**src/hw/rtl/jpq_pkg.sv**
```systemverilog
// Shared constants and controller/datapath interface types for the job queue.
// No dependencies.
`timescale 1ns / 1ps
`default_nettype none
package jpq_pkg;

    localparam int DEFAULT_QUEUE_DEPTH = 16;

    localparam int ID_W   = 16;
    localparam int ARR_W  = 32;
    localparam int SVC_W  = 16;
    localparam int OCC_W  = 5;
    localparam int KEY_W  = 32;

    localparam logic ACT_INSERT = 1'b0;
    localparam logic ACT_READ   = 1'b1;

    localparam logic MODE_ARRIVAL = 1'b0;
    localparam logic MODE_SERVICE = 1'b1;

    typedef struct packed {
        logic latch;
        logic cmp;
        logic ins;
        logic load_rsp;
        logic load_ent;
        logic rotate;
        logic drop;
    } t_cmd;

    typedef struct packed {
        logic full;
        logic empty;
        logic rd_last;
    } t_sts;

endpackage
`default_nettype wire

```
**src/hw/rtl/jpq_ctrl.sv**
```systemverilog
// Job queue controller: sequences insert, drop and readout, owns output valid.
// Depends on jpq_pkg.
`timescale 1ns / 1ps
`default_nettype none
module jpq_ctrl (
    input  wire logic          i_clk,
    input  wire logic          i_rst_n,
    input  wire logic          i_in_valid,
    output logic               o_in_stall,
    input  wire logic          i_action,
    output logic               o_out_valid,
    input  wire logic          i_out_stall,
    input  wire jpq_pkg::t_sts i_sts,
    output jpq_pkg::t_cmd      o_cmd
);
    import jpq_pkg::*;

    typedef enum logic [2:0] {
        S_IDLE,
        S_CMP,
        S_INS,
        S_RESP,
        S_DROP,
        S_ROT
    } t_state;

    t_state r_state, n_state;
    logic   r_out_valid, n_out_valid;
    logic   w_free;
    logic   w_accept;
    logic   w_load;

    assign w_free      = !r_out_valid || !i_out_stall;
    assign o_in_stall  = (r_state != S_IDLE);
    assign w_accept    = i_in_valid && (r_state == S_IDLE);
    assign o_out_valid = r_out_valid;

    always_comb begin
        o_cmd   = '0;
        n_state = r_state;
        o_cmd.latch = w_accept;
        case (r_state)
            S_IDLE: begin
                if (w_accept) begin
                    if (i_action == ACT_INSERT) begin
                        n_state = i_sts.full ? S_DROP : S_CMP;
                    end else begin
                        n_state = i_sts.empty ? S_RESP : S_ROT;
                    end
                end
            end
            S_CMP: begin
                o_cmd.cmp = 1'b1;
                n_state   = S_INS;
            end
            S_INS: begin
                o_cmd.ins = 1'b1;
                n_state   = S_RESP;
            end
            S_RESP: begin
                if (w_free) begin
                    o_cmd.load_rsp = 1'b1;
                    n_state        = S_IDLE;
                end
            end
            S_DROP: begin
                if (w_free) begin
                    o_cmd.load_rsp = 1'b1;
                    o_cmd.drop     = 1'b1;
                    n_state        = S_IDLE;
                end
            end
            S_ROT: begin
                if (w_free) begin
                    o_cmd.load_ent = 1'b1;
                    o_cmd.rotate   = 1'b1;
                    if (i_sts.rd_last) begin
                        n_state = S_IDLE;
                    end
                end
            end
            default: begin
                n_state = S_IDLE;
            end
        endcase
    end

    assign w_load = o_cmd.load_rsp || o_cmd.load_ent;

    always_comb begin
        if (w_load) begin
            n_out_valid = 1'b1;
        end else begin
            n_out_valid = r_out_valid && i_out_stall;
        end
    end

    always_ff @(posedge i_clk) begin
        if (!i_rst_n) begin
            r_state     <= S_IDLE;
            r_out_valid <= 1'b0;
        end else begin
            r_state     <= n_state;
            r_out_valid <= n_out_valid;
        end
    end

endmodule
`default_nettype wire

```
**src/hw/rtl/jpq_dp.sv**
```systemverilog
// Job queue datapath: insertion chain of cells, key compare, rotate readout,
// output word register and key mode register. Depends on jpq_pkg.
`timescale 1ns / 1ps
`default_nettype none
module jpq_dp #(
    parameter int QUEUE_DEPTH = jpq_pkg::DEFAULT_QUEUE_DEPTH
) (
    input  wire logic                      i_clk,
    input  wire logic                      i_rst_n,
    input  wire logic                      i_cfg_wr_en,
    input  wire logic                      i_cfg_wr_data,
    input  wire logic [jpq_pkg::ID_W-1:0]  i_job_id,
    input  wire logic [jpq_pkg::ARR_W-1:0] i_arrival_time,
    input  wire logic [jpq_pkg::SVC_W-1:0] i_service_time,
    input  wire jpq_pkg::t_cmd             i_cmd,
    output jpq_pkg::t_sts                  o_sts,
    output logic [jpq_pkg::ID_W-1:0]       o_out_job_id,
    output logic [jpq_pkg::ARR_W-1:0]      o_out_arrival_time,
    output logic [jpq_pkg::SVC_W-1:0]      o_out_service_time,
    output logic                           o_entry_valid,
    output logic                           o_is_last,
    output logic                           o_dropped,
    output logic [jpq_pkg::OCC_W-1:0]      o_occupancy
);
    import jpq_pkg::*;

    localparam int FW = $clog2(QUEUE_DEPTH + 1);

    logic              r_key_mode;
    logic [FW-1:0]     r_fill, n_fill;
    logic [FW-1:0]     r_cnt;
    logic [FW-1:0]     w_last_idx;

    logic [ID_W-1:0]   r_in_id;
    logic [ARR_W-1:0]  r_in_arr;
    logic [SVC_W-1:0]  r_in_svc;
    logic [KEY_W-1:0]  w_new_key;

    logic [ID_W-1:0]   r_id  [QUEUE_DEPTH];
    logic [ARR_W-1:0]  r_arr [QUEUE_DEPTH];
    logic [SVC_W-1:0]  r_svc [QUEUE_DEPTH];
    logic [ID_W-1:0]   n_id  [QUEUE_DEPTH];
    logic [ARR_W-1:0]  n_arr [QUEUE_DEPTH];
    logic [SVC_W-1:0]  n_svc [QUEUE_DEPTH];

    logic [QUEUE_DEPTH-1:0] w_gt, r_gt;
    logic [QUEUE_DEPTH-1:0] w_low, w_at, w_after;

    logic [ID_W-1:0]   r_o_id;
    logic [ARR_W-1:0]  r_o_arr;
    logic [SVC_W-1:0]  r_o_svc;
    logic              r_o_valid, r_o_last, r_o_drop;
    logic [OCC_W-1:0]  r_o_occ;

    assign w_last_idx = r_fill - FW'(1);
    assign o_sts.full    = (r_fill == FW'(QUEUE_DEPTH));
    assign o_sts.empty   = (r_fill == '0);
    assign o_sts.rd_last = (r_cnt == w_last_idx);

    assign w_new_key = (r_key_mode == MODE_SERVICE) ?
                       KEY_W'(r_in_svc) : KEY_W'(r_in_arr);

    // mark cells whose key exceeds the new key, plus the tail slot
    always_comb begin
        for (int i = 0; i < QUEUE_DEPTH; i++) begin
            w_gt[i] = ((FW'(i) < r_fill) &&
                       (((r_key_mode == MODE_SERVICE) ?
                         KEY_W'(r_svc[i]) : KEY_W'(r_arr[i])) > w_new_key)) ||
                      (FW'(i) == r_fill);
        end
    end

    // first marked cell is the insert slot; cells from there on move up
    assign w_low   = r_gt & (~r_gt + QUEUE_DEPTH'(1));
    assign w_at    = ~(w_low - QUEUE_DEPTH'(1));
    assign w_after = {w_at[QUEUE_DEPTH-2:0], 1'b0};

    always_comb begin
        n_id   = r_id;
        n_arr  = r_arr;
        n_svc  = r_svc;
        n_fill = r_fill;
        if (i_cmd.ins) begin
            n_fill = r_fill + FW'(1);
            for (int i = 0; i < QUEUE_DEPTH; i++) begin
                if (w_at[i]) begin
                    n_id[i]  = r_in_id;
                    n_arr[i] = r_in_arr;
                    n_svc[i] = r_in_svc;
                end
            end
            for (int i = 1; i < QUEUE_DEPTH; i++) begin
                if (w_after[i]) begin
                    n_id[i]  = r_id[i-1];
                    n_arr[i] = r_arr[i-1];
                    n_svc[i] = r_svc[i-1];
                end
            end
        end else if (i_cmd.rotate) begin
            for (int i = 0; i < QUEUE_DEPTH - 1; i++) begin
                n_id[i]  = r_id[i+1];
                n_arr[i] = r_arr[i+1];
                n_svc[i] = r_svc[i+1];
            end
            for (int i = 0; i < QUEUE_DEPTH; i++) begin
                if (FW'(i) == w_last_idx) begin
                    n_id[i]  = r_id[0];
                    n_arr[i] = r_arr[0];
                    n_svc[i] = r_svc[0];
                end
            end
        end
    end

    always_ff @(posedge i_clk) begin
        if (!i_rst_n) begin
            r_key_mode <= MODE_ARRIVAL;
            r_fill     <= '0;
        end else begin
            if (i_cfg_wr_en) begin
                r_key_mode <= i_cfg_wr_data;
            end
            r_fill <= n_fill;
        end
    end

    always_ff @(posedge i_clk) begin
        r_id  <= n_id;
        r_arr <= n_arr;
        r_svc <= n_svc;
        if (i_cmd.latch) begin
            r_in_id  <= i_job_id;
            r_in_arr <= i_arrival_time;
            r_in_svc <= i_service_time;
            r_cnt    <= '0;
        end else if (i_cmd.rotate) begin
            r_cnt <= r_cnt + FW'(1);
        end
        if (i_cmd.cmp) begin
            r_gt <= w_gt;
        end
        if (i_cmd.load_rsp) begin
            r_o_id    <= '0;
            r_o_arr   <= '0;
            r_o_svc   <= '0;
            r_o_valid <= 1'b0;
            r_o_last  <= 1'b1;
            r_o_drop  <= i_cmd.drop;
            r_o_occ   <= OCC_W'(r_fill);
        end else if (i_cmd.load_ent) begin
            r_o_id    <= r_id[0];
            r_o_arr   <= r_arr[0];
            r_o_svc   <= r_svc[0];
            r_o_valid <= 1'b1;
            r_o_last  <= o_sts.rd_last;
            r_o_drop  <= 1'b0;
            r_o_occ   <= OCC_W'(r_fill);
        end
    end

    assign o_out_job_id       = r_o_id;
    assign o_out_arrival_time = r_o_arr;
    assign o_out_service_time = r_o_svc;
    assign o_entry_valid      = r_o_valid;
    assign o_is_last          = r_o_last;
    assign o_dropped          = r_o_drop;
    assign o_occupancy        = r_o_occ;

endmodule
`default_nettype wire

```
**src/hw/rtl/job_priority_insertion_queue.sv**
```systemverilog
// Job priority insertion queue top level: controller plus datapath.
// Depends on jpq_pkg, jpq_ctrl and jpq_dp.
`timescale 1ns / 1ps
`default_nettype none
// Holds up to QUEUE_DEPTH jobs sorted by arrival time (key mode 0) or service
// time (key mode 1); equal keys keep insertion order. An insert word goes from
// acceptance to its single result word through capture, a parallel compare of
// every cell against the new key, a shift into the chain and the response load;
// on a full queue it skips compare and shift and loads a drop response. A read
// word streams one result per stored job at one per cycle, while the output is
// not stalled, by rotating the cell chain once around, or one status word when
// empty. Only one word is worked on at a time; the input is stalled until its
// last result is loaded into the output register. Write key mode only while idle.
module job_priority_insertion_queue #(
    parameter int QUEUE_DEPTH = jpq_pkg::DEFAULT_QUEUE_DEPTH
) (
    input  wire logic                      i_clk,
    input  wire logic                      i_rst_n,
    input  wire logic                      i_cfg_wr_en,
    input  wire logic                      i_cfg_wr_data,
    input  wire logic                      i_in_valid,
    output logic                           o_in_stall,
    input  wire logic                      i_action,
    input  wire logic [jpq_pkg::ID_W-1:0]  i_job_id,
    input  wire logic [jpq_pkg::ARR_W-1:0] i_arrival_time,
    input  wire logic [jpq_pkg::SVC_W-1:0] i_service_time,
    output logic                           o_out_valid,
    input  wire logic                      i_out_stall,
    output logic [jpq_pkg::ID_W-1:0]       o_out_job_id,
    output logic [jpq_pkg::ARR_W-1:0]      o_out_arrival_time,
    output logic [jpq_pkg::SVC_W-1:0]      o_out_service_time,
    output logic                           o_entry_valid,
    output logic                           o_is_last,
    output logic                           o_dropped,
    output logic [jpq_pkg::OCC_W-1:0]      o_occupancy
);
    import jpq_pkg::*;

    t_cmd w_cmd;
    t_sts w_sts;

    jpq_ctrl u_ctrl (
        .i_clk       (i_clk),
        .i_rst_n     (i_rst_n),
        .i_in_valid  (i_in_valid),
        .o_in_stall  (o_in_stall),
        .i_action    (i_action),
        .o_out_valid (o_out_valid),
        .i_out_stall (i_out_stall),
        .i_sts       (w_sts),
        .o_cmd       (w_cmd)
    );

    jpq_dp #(
        .QUEUE_DEPTH (QUEUE_DEPTH)
    ) u_dp (
        .i_clk              (i_clk),
        .i_rst_n            (i_rst_n),
        .i_cfg_wr_en        (i_cfg_wr_en),
        .i_cfg_wr_data      (i_cfg_wr_data),
        .i_job_id           (i_job_id),
        .i_arrival_time     (i_arrival_time),
        .i_service_time     (i_service_time),
        .i_cmd              (w_cmd),
        .o_sts              (w_sts),
        .o_out_job_id       (o_out_job_id),
        .o_out_arrival_time (o_out_arrival_time),
        .o_out_service_time (o_out_service_time),
        .o_entry_valid      (o_entry_valid),
        .o_is_last          (o_is_last),
        .o_dropped          (o_dropped),
        .o_occupancy        (o_occupancy)
    );

endmodule
`default_nettype wire

```
**config.mk**
```make
export PLATFORM = sky130hd
export DESIGN_NAME = job_priority_insertion_queue
export DESIGN_NICKNAME = d
export VERILOG_FILES = /design/src/hw/rtl/jpq_pkg.sv /design/src/hw/rtl/jpq_ctrl.sv /design/src/hw/rtl/jpq_dp.sv /design/src/hw/rtl/job_priority_insertion_queue.sv
export SDC_FILE = /design/constraint.sdc
export NUM_CORES = 2
export LEC_CHECK = 0
export ABC_AREA = 1
export BUFFER_PORTS_ARGS = -buffer_cell sky130_fd_sc_hd__buf_2
export CAP_MARGIN = 5
export CELL_PAD_IN_SITES_DETAIL_PLACEMENT = 1
export CELL_PAD_IN_SITES_GLOBAL_PLACEMENT = 2
export CORE_ASPECT_RATIO = 2
export CORE_MARGIN = 4
export CORE_UTILIZATION = 42
export DETAILED_ROUTE_END_ITERATION = 8
export PLACE_DENSITY = 0.91
export SYNTH_ARGS = -nofsm -noshare
export SYNTH_HDL_FRONTEND = slang
export SYNTH_HIERARCHICAL = 1
export SYNTH_SLANG_ARGS = --single-unit
```
**constraint.sdc**
```tcl
create_clock -name i_clk -period 15.45 [get_ports i_clk]
set_input_delay 3.09 -clock i_clk [delete_from_list [all_inputs] [get_ports i_clk]]
set_output_delay 3.09 -clock i_clk [all_outputs]
set_load 0.01 [all_outputs]
```
# After elaboration in Yosys (flattened, before gate mapping)
# Cells that the tools add are included.
[op_classes]
n_addsub = 5
n_lt_le_gt_ge = 32
eq_ne = 58
mux = 184
bitwise_logic = 3
reduce_logical = 63
[ops]
columns = ["op", "n"]
rows = [
  ["$mux W32", 64],
  ["$mux W16", 94],
  ["$mux W256", 4],
  ["$mux W512", 2],
  ["$gt A32 B32 Y1", 16],
  ["$eq A4 B5 Y1 const A", 16],
  ["$ne A3 B1 Y1 const B", 15],
  ["$eq A3 B5 Y1 const A", 8],
  ["$lt A4 B5 Y1 const A", 8],
  ["$not A16 Y16", 2],
  ["$reduce_and A2 Y1", 14],
  ["$mux W3", 7],
  ["$eq A2 B5 Y1 const A", 4],
  ["$lt A3 B5 Y1 const A", 4],
  ["$logic_and A1 B1 Y1", 18],
  ["$logic_or A1 B1 Y1", 18],
  ["$add A16 B1 Y16 const B", 1],
  ["$and A16 B16 Y16", 1],
  ["$sub A16 B1 Y16 const B", 1],
  ["$pmux W3 S5", 1],
  ["$add A5 B1 Y5 const B", 2],
  ["$eq A1 B5 Y1 const A", 2],
  ["$logic_not A5 Y1", 2],
  ["$lt A1 B5 Y1 const A", 2],
  ["19 further kinds", 39],
]
[totals]
reg_bits = 1191
inputBits = 71
wordCells = 409

# Longest topological paths before layout
[logic_depth]
word_depth = 8
mapped_depth = 19
mapped_depth_nobuf = 17

# By module
# The synthesis kept the hierarchy.
[modules_own_cells]
columns = ["mod", "n_inst", "cells_each", "area_each_um2", "seq_area_each_um2"]
rows = [
  ["jpq_dp", 1, 10625, 81565.7, 34873.4],
  ["jpq_ctrl", 1, 63, 350.3, 80.1],
]

# Worst setup path after synthesis
# No wires, ideal clock.
[synth_path]
path_kind = "input to register"
from = "in i_out_stall"
to = "reg u_dp/r_arr[320] (netlist bit), enable pin"
arrival_time_ns = 8.272
t_required_ns = 14.876
setup_slack_ns = 6.604
path_stages = 5
cell_sequence = "nand2_1 -> inv_1 -> nor2_1 -> nor2_1 -> o21ai_0"
[synth_rtl]
columns = ["item", "line_no", "text"]
rows = [
  ["from (decl)", "job_priority_insertion_queue.sv:28", "input wire logic i_out_stall,"],
  ["to (signal assigned)", "jpq_dp.sv:129", "r_arr <= n_arr;"],
  ["to (decl)", "jpq_dp.sv:40", "logic [ARR_W-1:0] r_arr [QUEUE_DEPTH];"],
]

==> impl_metrics.toml <==
[worst_setup_path]
critical_path.max_fanout = 53
path_class = "input port to flop"
crit_arrival_ns = 6.41
startpoint_type = "input port"
cp.required_ns = 15.87
endpoint_kind = "flop"

[layout]
fillCellCount = 23954
ff_latch_area_um2 = 35000
final_cell_area_um2 = 88900
multi_input_area_um2 = 40500
syn_to_final_growth_pct = 8.56
nets = 10938
final_cells = 13003
drive_gt1_share_pct = 6.56

[global_routing]
grt_pass1_wl_um = 580000
grt_max_degree = 235
grt-ovfl-total = 0
grt_pass1_vias = 88822
grt_usage_pct = 38.9
antenna_found_initial = 25

[sta]
finalCritPeriodShare_pct = 38.8
drv_slew = 0
hold_viol = 0
tightest_slew_ns = 1.38
fmax_mhz = 167
rsz0062_at_grt = "no"
fin_ws_ns = 9.46
slew_headroom_pct = 8.26
setup_viol = 0
period_minus_slack_ns = 5.99
tns_ns = 0
skew_ns = 0.0411

[route]
drt-total-wl_um = 406000
drc = 0
wl_per_cell_um = 31.3
num_vias = 83659
postRouteAntennaNets = 0
drtIter0Drc = 6684
routed_via_density = 6.43
drt_pass1_iterations = 6

[clock_network]
clock_latency_ns = 0.84
cts_setup_buffers = 0
cts_resized = 0
hold_buffers = 0
htreeDepth = 4
cts_sinks = 1191
cts_root_buf = "clkbuf_16"
clk_pin_slew_ns = 0.06
clk_path_buf_depth = 4
cts_tree = "done"
numCtsBuffers = 139

[logic_synthesis]
synth_cell_types = 47
synth_top_area_share_pct = 40.7
syn_inst = 10688
ys_warn_count = 6
yosys.area.top_type = "edfxtp_1"
syn_area_um2 = 81900
synth_seq_area_share_pct = 42.7
yosysMostFrequentCell = "o21ai_0"
synth_ff_type = "edfxtp_1"
synthesis.nets = 11278
syn_area_per_cell_um2 = 7.66
async_flop_share_pct = 0
synth_area_leaders = "edfxtp_1 (41%), o21ai_0 (12%), nand2_1 (8.0%)"
synth_commonest_cells = "o21ai_0 (1,922), nand2_1 (1,747), nor2_1 (1,258)"
ys_seq_elements = 1191
synth-edff-count = 1110

[floorplanning]
fp.dieH_um = 633
start_util_pct = 42.2
row_count = 229
dieArea_um2 = 203000
die_w_um = 320
core_um2 = 194000
ios = 145

[pwr]
p_per_area_nw_per_um2 = 212
p_total_mw = 18.8
p_leak_nw = 35.7
power.ir.vdd_worst_mv = 0.125

[placement]
numPortBuffers = 144
post-place-ws_ns = 9.01
dp_cells = 12747
placed_cell_area_um2 = 84400
gp_congestion = 0.947
hpwl_um = 289000

[flow_run]
timing.max_cap.violations = 0

[worst_hold_path]
holdCritPathClass = "flop to flop"

[run_status]
outcome = "finished, final reports clean"
[final cells by class]
| class | count | share of cell area (%) |
|---|---|---|
| multi-input combinational | 7788 | 45.6 |
| tap | 2541 | 3.58 |
| sequential | 1191 | 39.3 |
| inverter | 845 | 3.59 |
| timing repair buffer | 383 | 2.92 |
| clock inverter | 55 | 0.658 |
| clock buffer | 181 | 4.32 |
| antenna | 19 | 0.0535 |
[sequential cells by signal, summed over array words and instances (netlist names), 3 cells and up]
| signal | count |
|---|---|
| u_dp/r_id | 256 |
| u_dp/o_out_service_time | 16 |
| u_dp/r_in_id | 16 |
| u_dp/o_occupancy | 5 |
| u_dp/r_arr | 512 |
| u_dp/r_in_svc | 16 |
| u_ctrl/r_state | 3 |
| u_dp/r_in_arr | 32 |
| u_dp/o_out_arrival_time | 32 |
| u_dp/r_gt | 16 |
| u_dp/r_cnt | 5 |
| u_dp/o_out_job_id | 16 |
| u_dp/r_fill | 5 |
| u_dp/r_svc | 256 |
[per-layer routing]
| layer | wire length [um] | track usage, % | vias up |
|---|---|---|---|
| met5 | 71 | 0 | - |
| met4 | 64800 | 48.8 | 10 |
| met3 | 19700 | 6.06 | 2303 |
| met2 | 200000 | 68.1 | 3813 |
| met1 | 122000 | 34.1 | 41266 |
| li1 | - | - | 36267 |
[worst max-delay path: stages]
cell,delay (ns)
buf_2,0.10
nand2_1,0.11
inv_1,0.10
nor2_1,0.11
buf_4,0.23
nor2_1,0.07
buf_4,0.27
inv_1,0.50
o21ai_0,0.41
clkinv_2,0.40
buf_4,0.84
[through the flow]
step | utilization, % | hold slack [ns]
4_1_cts | 45.7 | 0.494
3_5_place_dp | 43.5 | 0.476
5_1_grt | 45.8 | 0.525
6_report | 45.8 | 0.488
2_1_floorplan | - | 0.403
3_3_place_gp | 43.5 | 0.469
[path summary, 6_finish.rpt]
path / startpoint / end / slack [ns] / cells after the start
min: u_dp/o_out_arrival_time[4] / u_dp/o_out_arrival_time[4] / 0.49 / 2
max reg2reg: u_dp/r_gt[0] / u_dp/r_arr[123] / 9.49 / 13
min reg2reg: u_dp/o_out_arrival_time[4] / u_dp/o_out_arrival_time[4] / 0.49 / 2
max: i_out_stall / u_dp/r_arr[413] / 9.46 / 11
[cells in the final DEF, fill, tap and decap left out, types with 7 or more instances in the layout]
cell type     n
buf_4       232
edfxtp_1   1110
ha_1        519
nand2_1    1732
a21oi_1     944
inv_1       807
o21ai_4      13
nor2_4       15
nor3_1       16
bufinv_16    13
o211ai_1    101
nor2_1     1254
nor4_1        7
dfxtp_1      80
clkbuf_1     29
o21ai_1     577
nand2_4       9
a31oi_1      21
a22oi_1      66
o21ai_0    1900
clkbuf_16   146
nand3_1     282
inv_2        30
clkinv_1     24
nand4_1      36
nand2_2      15
o21ai_2       9
o21a_1       45
buf_2       144
o22ai_1     190
diode_2      19
clkinv_2     19
[power breakdown]
| part | leakage, nW | total, mW | switching (mW) | internal [mW] |
|---|---|---|---|---|
| sequential | 11.0 | 6.85 | 1.23 | 5.62 |
| clock | 2.17 | 3.45 | 1.49 | 1.97 |
| combinational | 22.6 | 8.54 | 6.10 | 2.44 |
[logic make-up after synthesis]
family	synth area share, %
AOI/OAI and AO/OA	24.7
xor gates and xnor gates	0.0443
adders and majority gates	7.93
buffers and inverters	8.29
DFF	42.7
muxes	0.0367
and+or+nand+nor	16.4
(Power assumes the default switching activity.)
